==> config.mk <==
export PLATFORM = sky130hd
export DESIGN_NAME = tsg_ctrl
export DESIGN_NICKNAME = d
export VERILOG_FILES = /design/src/rtl/core/tsg_pkg.sv /design/src/rtl/core/tsg_ctrl.sv
export SDC_FILE = /design/constraint.sdc
export NUM_CORES = 1
export LEC_CHECK = 0
export BUFFER_PORTS_ARGS = -buffer_cell sky130_fd_sc_hd__buf_2
export CAP_MARGIN = 20
export CORE_AREA = 2 2 39 41
export DETAILED_ROUTE_END_ITERATION = 8
export DIE_AREA = 0 0 41 43
export GPL_TIMING_DRIVEN = 1
export SYNTH_ARGS = -nofsm -noshare
export SYNTH_HDL_FRONTEND = slang
export SYNTH_SLANG_ARGS = --single-unit
==> constraint.sdc <==
create_clock -name clock -period 2.7 [get_ports clock]
set_input_delay 0.54 -clock clock [delete_from_list [all_inputs] [get_ports clock]]
set_output_delay 0.54 -clock clock [all_outputs]
set_load 0.01 [all_outputs]
==> src/rtl/core/tsg_pkg.sv <==
package tsg_pkg;

   localparam int STACK_DEPTH  = 64;
   localparam int CORDIC_STEPS = 16;
   localparam int ATAN_LEN     = 24;

   localparam int LVL_W   = $clog2(STACK_DEPTH + 1);
   localparam int SADDR_W = (STACK_DEPTH > 1) ? $clog2(STACK_DEPTH) : 1;
   localparam int STEP_W  = (CORDIC_STEPS > 1) ? $clog2(CORDIC_STEPS) : 1;
   localparam int CW      = 34;               // CORDIC vector width, Q2.30 plus headroom
   localparam int PROD_W  = 24 + 1 + CW;
   localparam int ENTRY_W = 32 + 32 + 16;

   localparam logic [7:0]  SYM_LEFT  = 8'h2B;
   localparam logic [7:0]  SYM_RIGHT = 8'h2D;
   localparam logic [7:0]  SYM_PUSH  = 8'h5B;
   localparam logic [7:0]  SYM_POP   = 8'h5D;
   localparam logic [7:0]  SYM_SPACE = 8'h20;

   localparam logic [15:0] HEADING_RESET = 16'd49152;
   localparam logic [23:0] STEP_RESET    = 24'd65536;
   localparam logic [15:0] TURN_RESET    = 16'd4096;
   localparam logic [CW-1:0] GAIN_Q30    = CW'(652032874);

   localparam logic [1:0] ST_SEGMENT   = 2'd0;
   localparam logic [1:0] ST_OVERFLOW  = 2'd1;
   localparam logic [1:0] ST_UNDERFLOW = 2'd2;

   localparam logic REG_STEP_LENGTH = 1'b0;
   localparam logic REG_TURN_ANGLE  = 1'b1;

   typedef enum logic [3:0] {
      FSM_IDLE, FSM_DECODE, FSM_POP_WAIT, FSM_CORDIC, FSM_MUL_X, FSM_MUL_Y,
      FSM_ROUND, FSM_EMIT
   } fsm_type;

   typedef enum logic [2:0] {
      CLS_LEFT, CLS_RIGHT, CLS_PUSH, CLS_POP, CLS_SPACE, CLS_MOVE
   } sym_class_type;

   typedef struct packed {
      logic       accept;
      logic       head_inc;
      logic       head_dec;
      logic       push;
      logic       pop_rd;
      logic       pop_load;
      logic       cordic_init;
      logic       cordic_step;
      logic       mul_x;
      logic       mul_y;
      logic       round_y;
      logic       load_out;
   } cmd_type;

   typedef struct packed {
      sym_class_type sym_class;
      logic          stack_full;
      logic          stack_empty;
      logic          cordic_last;
   } stat_type;

   function automatic logic [31:0] atan_lookup(input logic [STEP_W-1:0] idx);
      logic [31:0] v;
      unique case (5'(idx))
         5'd0:  v = 32'h20000000;
         5'd1:  v = 32'h12E4051E;
         5'd2:  v = 32'h09FB385B;
         5'd3:  v = 32'h051111D4;
         5'd4:  v = 32'h028B0D43;
         5'd5:  v = 32'h0145D7E1;
         5'd6:  v = 32'h00A2F61E;
         5'd7:  v = 32'h00517C55;
         5'd8:  v = 32'h0028BE53;
         5'd9:  v = 32'h00145F2F;
         5'd10: v = 32'h000A2F98;
         5'd11: v = 32'h000517CC;
         5'd12: v = 32'h00028BE6;
         5'd13: v = 32'h000145F3;
         5'd14: v = 32'h0000A2FA;
         5'd15: v = 32'h0000517D;
         5'd16: v = 32'h000028BE;
         5'd17: v = 32'h0000145F;
         5'd18: v = 32'h00000A30;
         5'd19: v = 32'h00000518;
         5'd20: v = 32'h0000028C;
         5'd21: v = 32'h00000146;
         5'd22: v = 32'h000000A3;
         5'd23: v = 32'h00000051;
         default: v = 32'h0;
      endcase
      return v;
   endfunction

endpackage

==> src/rtl/core/tsg_ctrl.sv <==
module tsg_ctrl (
   input  logic              clock,
   input  logic              reset,
   input  logic              req_valid,
   output logic              req_ready,
   output logic              rsp_valid,
   input  logic              rsp_ready,
   input  tsg_pkg::stat_type stat,
   output tsg_pkg::cmd_type  cmd
);

   tsg_pkg::fsm_type state_ff, state_in;
   logic             rsp_valid_ff, rsp_valid_in;
   logic             out_free;

   assign out_free = !rsp_valid_ff || rsp_ready;

   always_comb begin
      state_in = state_ff;
      unique case (state_ff)
         tsg_pkg::FSM_IDLE: begin
            if (req_valid) state_in = tsg_pkg::FSM_DECODE;
         end
         tsg_pkg::FSM_DECODE: begin
            unique case (stat.sym_class)
               tsg_pkg::CLS_PUSH: begin
                  state_in = stat.stack_full ? tsg_pkg::FSM_EMIT : tsg_pkg::FSM_IDLE;
               end
               tsg_pkg::CLS_POP: begin
                  state_in = stat.stack_empty ? tsg_pkg::FSM_EMIT : tsg_pkg::FSM_POP_WAIT;
               end
               tsg_pkg::CLS_MOVE: state_in = tsg_pkg::FSM_CORDIC;
               default:           state_in = tsg_pkg::FSM_IDLE;
            endcase
         end
         tsg_pkg::FSM_POP_WAIT: state_in = tsg_pkg::FSM_IDLE;
         tsg_pkg::FSM_CORDIC: begin
            if (stat.cordic_last) state_in = tsg_pkg::FSM_MUL_X;
         end
         tsg_pkg::FSM_MUL_X: state_in = tsg_pkg::FSM_MUL_Y;
         tsg_pkg::FSM_MUL_Y: state_in = tsg_pkg::FSM_ROUND;
         tsg_pkg::FSM_ROUND: state_in = tsg_pkg::FSM_EMIT;
         tsg_pkg::FSM_EMIT: begin
            if (out_free) state_in = tsg_pkg::FSM_IDLE;
         end
         default: state_in = tsg_pkg::FSM_IDLE;
      endcase
   end

   always_comb begin
      cmd = '0;
      req_ready = 1'b0;
      unique case (state_ff)
         tsg_pkg::FSM_IDLE: begin
            req_ready  = 1'b1;
            cmd.accept = req_valid;
         end
         tsg_pkg::FSM_DECODE: begin
            cmd.head_inc    = (stat.sym_class == tsg_pkg::CLS_LEFT);
            cmd.head_dec    = (stat.sym_class == tsg_pkg::CLS_RIGHT);
            cmd.push        = (stat.sym_class == tsg_pkg::CLS_PUSH) && !stat.stack_full;
            cmd.pop_rd      = (stat.sym_class == tsg_pkg::CLS_POP) && !stat.stack_empty;
            cmd.cordic_init = (stat.sym_class == tsg_pkg::CLS_MOVE);
         end
         tsg_pkg::FSM_POP_WAIT: cmd.pop_load = 1'b1;
         tsg_pkg::FSM_CORDIC:   cmd.cordic_step = 1'b1;
         tsg_pkg::FSM_MUL_X:    cmd.mul_x = 1'b1;
         tsg_pkg::FSM_MUL_Y:    cmd.mul_y = 1'b1;
         tsg_pkg::FSM_ROUND:    cmd.round_y = 1'b1;
         tsg_pkg::FSM_EMIT:     cmd.load_out = out_free;
         default: ;
      endcase
   end

   assign rsp_valid_in = cmd.load_out || (rsp_valid_ff && !rsp_ready);
   assign rsp_valid    = rsp_valid_ff;

   always_ff @(posedge clock) begin
      if (reset) begin
         state_ff     <= tsg_pkg::FSM_IDLE;
         rsp_valid_ff <= 1'b0;
      end else begin
         state_ff     <= state_in;
         rsp_valid_ff <= rsp_valid_in;
      end
   end

   a_no_overwrite: assert property (@(posedge clock) disable iff (reset)
      cmd.load_out |-> (!rsp_valid_ff || rsp_ready))
      else $error("result register overwritten");

   a_accept_decode: assert property (@(posedge clock) disable iff (reset)
      (req_valid && req_ready) |=> (state_ff == tsg_pkg::FSM_DECODE))
      else $error("accepted item not decoded");

   a_cordic_exit: assert property (@(posedge clock) disable iff (reset)
      (state_ff == tsg_pkg::FSM_CORDIC && stat.cordic_last) |=>
      (state_ff == tsg_pkg::FSM_MUL_X))
      else $error("CORDIC did not hand over to multiply");

   a_one_action: assert property (@(posedge clock) disable iff (reset)
      $onehot0({cmd.head_inc, cmd.head_dec, cmd.push, cmd.pop_rd, cmd.cordic_init}))
      else $error("several actions in one decode");

endmodule

[Word level (Yosys, flattened, before mapping)]
Index checks and enable logic that the tools add are counted.
Word-level totals
  bits in registers: 5
  latch bits: 0
  memory bits (writable): 0
  memory bits (read-only): 0
  input bits: 10
  output and inout bits: 14
  word-level logic and storage cells: 45
  memories: 0
Operators by class
  add/sub/neg operators: 0
  multipliers: 0
  div/mod/pow operators: 0
  $lt $le $gt $ge: 0
  equality and inequality tests: 14
  shift-type cells: 0
  multiplexer cells: 17
  bitwise gates (word level): 0
  reduce and logical (&&, ||, !) cells: 12
Operator list (number)
  case mux 4 bit (7 select lines): 1
  == test 4 x 3 -> 1 bit, second input constant: 4
  2-to-1 mux 4 bit: 4
  2-to-1 mux 1 bit: 9
  case mux 3 bit (3 select lines): 1
  == test 4 x 2 -> 1 bit, second input constant: 2
  == test 3 x 2 -> 1 bit, second input constant: 2
  2-to-1 mux 3 bit: 2
  inequality test 2 bit, second input constant: 3
  == test 4 x 1 -> 1 bit, second input constant: 1
  zero test 1 bit: 4
  zero test 4 bit: 1
  == test 3 x 1 -> 1 bit, second input constant: 1
  == test 3 bit, second input constant: 1
  logical AND 1 bit: 3
  zero test 3 bit: 1
  AND reduction 3 bit: 1
  logical OR 1 bit: 2

[Longest topological paths before layout]
  word-level depth: 4
  depth in mapped cells: 4
  depth with buffers taken out: 3

[Least setup slack after synthesis]
OpenSTA, ideal clock, no wires.
  path type: reg2out
  start point: register state_ff[1]
  end point: output port cmd[8] (netlist name)
  arrival: 1.127 ns
  required time: 2.160 ns
  path slack: 1.033 ns
  cell stages (with the launch flop): 5
  path buffers: 1
  path through: dfxtp_1 -> buf_2 -> nor2_1 -> nand3_1 -> nor4_1
RTL lines
  start, declared: line tsg_ctrl.sv:12  | tsg_pkg::fsm_type state_ff, state_in;
  start signal, assigned: line tsg_ctrl.sv:80  | state_ff <= tsg_pkg::FSM_IDLE;
  start signal, assigned: line tsg_ctrl.sv:83  | state_ff <= state_in;
  end, declared: line tsg_ctrl.sv:9  | output tsg_pkg::cmd_type cmd

==> flow_summary.json <==
{
  "outcome": "finished clean",
  "cts_repair_resize_count": 0,
  "worst_slack_ps": 656.3,
  "clk_latency_ps": 240,
  "tritoncts.num_buffers": 3,
  "ff2ff_path_depth": 3,
  "maxSlewHeadroom_pct": 68.02,
  "power.share.switching_pct": 30.92,
  "design.die.area_sq_um": 1763,
  "vias": 468,
  "critPathLaunchType": "register",
  "internal_power_mw": 0.1364,
  "maximum_number_of_pins_on_one_net_before_global_route_repair": 17,
  "post-dp-hpwl_um": 792.8,
  "initialDrtViolationCount": 4,
  "drt_pre_antenna_iters": 2,
  "portion_of_synthesized_cell_area_occupied_by_the_leading_cell_type_pct": 20.51,
  "cp-startpoint": "state_ff[2]$_SDFFE_PP0P_",
  "total_track_usage_pct": 13.04,
  "fin_setup_tns_ps": 0,
  "layout_commonest_cell": "buf_2",
  "crit_required_ps": 2160,
  "ys_ff_latch": 4,
  "htreeDepth": 1,
  "die_outline_height_um": 43,
  "critical_path_peak_fanout": 16,
  "drc": 0,
  "root_buffer_cell": "clkbuf_4",
  "criticalPathCategory": "reg2out",
  "grt_setup_unrepaired": "false",
  "critical_register_to_register_path_endpoint": "state_ff[0]$_SDFFE_PP0P_",
  "worstSetupEndpoint": "cmd[8]",
  "max_slew.worst_pin.slew_ps": 479.0,
  "floorplan.io_pins": 24,
  "design.core.area_sq_um": 1384,
  "instance_count_of_the_mapped_netlist": 55,
  "power_frac_seq_pct": 35.8,
  "clock_path_buffers": 2,
  "switchingPower_mw": 0.06104,
  "synth_warnings": 0,
  "primary_ff_master_synth": "dfxtp_1",
  "power_frac_comb_pct": 25.7,
  "totalWireLength_um": 1033,
  "power_density_nw_per_um2": 370.4,
  "number_of_nets_in_the_synthesized_netlist": 65,
  "finalCritPeriodShare_pct": 75.69,
  "antenna_found_initial": 0,
  "number_of_global_route_vias_before_repair": 394,
  "worst_setup_path_end_kind": "output port",
  "rrSetupSlack_ps": 1430,
  "timing.final.hold_violations": 0,
  "via_per_inst": 4.979,
  "power.total_mw": 0.1974,
  "routed_wire_length_per_instance_um": 10.99,
  "grt_pass1_wl_um": 1580,
  "synth.area.top_cells": "dfxtp_1 21%, nor2_1 7.7%, a211oi_1 5.8%",
  "post-route-min-period_ps": 2044,
  "place_congestion": 0.7457,
  "cts.sinks": 4,
  "synthDominantAreaCellType": "dfxtp_1",
  "synth.cell_area_sq_um": 390.4,
  "timing.final.setup_violations": 0,
  "n_antenna_cell": 0,
  "clkTransAtPathRegs_ps": 40,
  "max_freq_ghz": 0.4893,
  "ir_worst_vdd_v": 0.00009559,
  "post_synth.cell_area_avg_sq_um": 7.098,
  "final.setup_skew_ps": 1.618,
  "yosysSeqAreaShare_pct": 20.51,
  "drtAntennaViolNets": 0,
  "pwr-share-clk_pct": 38.6,
  "cts_hold_buf": 0,
  "yosys.cell_types.count": 27,
  "floorplan.initialDensity_pct": 28.21,
  "timing.hold.worst.class": "reg2reg",
  "postSynth.asyncResetShare_pct": 0,
  "p_leak_nw": 0.2660,
  "place_worst_setup_slack_ps": 920.6,
  "final_cell_mix": "23 x buf_2, 8 x nor2_1, 4 x dfxtp_1",
  "placement.io_buffers": 23,
  "num_rows": 14,
  "synth-edff-count": 0,
  "timing_max_transition_violations_final": 0,
  "fin_nets": 90,
  "maxCapViolations": 0,
  "hold_path_depth": 2,
  "area_growth_syn_to_layout_pct": 36.54,
  "layout_cell_share_with_drive_strength_beyond_1_pct": 42.31,
  "cts_post_setup_buffers_inserted": 0,
  "worst_reg2reg_startpoint": "state_ff[2]$_SDFFE_PP0P_",
  "globalRouteOverflowTotal": 0,
  "whs_ps": 516.5,
  "chipWidth_um": 41,
  "critical_path_arrival_ps": 1500,
  "tritoncts": "done"
}
==> power groups by stage <==
stage / combinational [mW] / clock (mW) / sequential (mW)
floorplan: 0.0371 / 0 / 0.0644
global placement: 0.0506 / 0 / 0.0712
detailed placement: 0.0512 / 0 / 0.0714
CTS: 0.0514 / 0.0800 / 0.0703
global route: 0.0560 / 0.0863 / 0.0713
finish: 0.0507 / 0.0761 / 0.0706
==> worst min-delay path by stage <==
stage | to | from
5_1_grt | state_ff[2]$_SDFFE_PP0P_ | reset
3_3_place_gp | rsp_valid$_SDFF_PP0_ | rsp_valid$_SDFF_PP0_
6_report | rsp_valid$_SDFF_PP0_ | rsp_valid$_SDFF_PP0_
3_5_place_dp | rsp_valid$_SDFF_PP0_ | rsp_valid$_SDFF_PP0_
2_1_floorplan | rsp_valid$_SDFF_PP0_ | rsp_valid$_SDFF_PP0_
4_1_cts | rsp_valid$_SDFF_PP0_ | rsp_valid$_SDFF_PP0_
==> cell usage after synthesis (all sizes together) (2+ instances only) <==
cell type  n
a21oi      3
and3       2
or2        3
inv        2
a211oi     3
nor2b      2
nand2b     2
nor2       8
o32ai      2
nand2      4
dfxtp      4
and2       2
nand3      2
nor3       3
buf        3
==> stage by stage <==
stage          cells  area [sq um]  util [%]
6_report          94         533.0     38.52
5_1_grt           94         533.0     38.52
4_1_cts           94         533.0     38.52
3_5_place_dp      91         510.5     36.89
3_3_place_gp      91         510.5     36.89
2_1_floorplan     55         390.4         -
==> routing by layer <==
layer / track usage (%) / wire length [um]
met1: 16.67 / 474
met2: 18.44 / 504
met3: 3.665 / 54
met4: 8.000 / 0
met5: 0 / 0
==> area by class of cell <==
cell class | instances | area (sq um)
fillers | 169 | 850.8
multi-input cells | 46 | 287.8
repair buffers | 23 | 115.1
flip-flops and latches | 4 | 80.08
clock buffers | 3 | 22.52
well taps | 16 | 20.02
inverters | 2 | 7.507
==> worst max-delay path: stages, from the launching register on <==
cell and delay (ps):
dfxtp_1 450, nor2_1 340, nand3_1 150, nor4_1 170, buf_2 170
==> cell families after synthesis <==
| group | count (synthesis) | share of synthesized area, % |
|---|---|---|
| DFF | 4 | 20.51 |
| AOI/OAI and AO/OA | 10 | 19.87 |
| muxes | 1 | 3.845 |
| buffers and inverters | 5 | 5.769 |
| and+or+nand+nor | 35 | 50.00 |
==> sequential cells by signal, summed over array words and instances (netlist names) <==
signal,count
rsp_valid,1
state_ff,3
(Power assumes the default switching activity.)
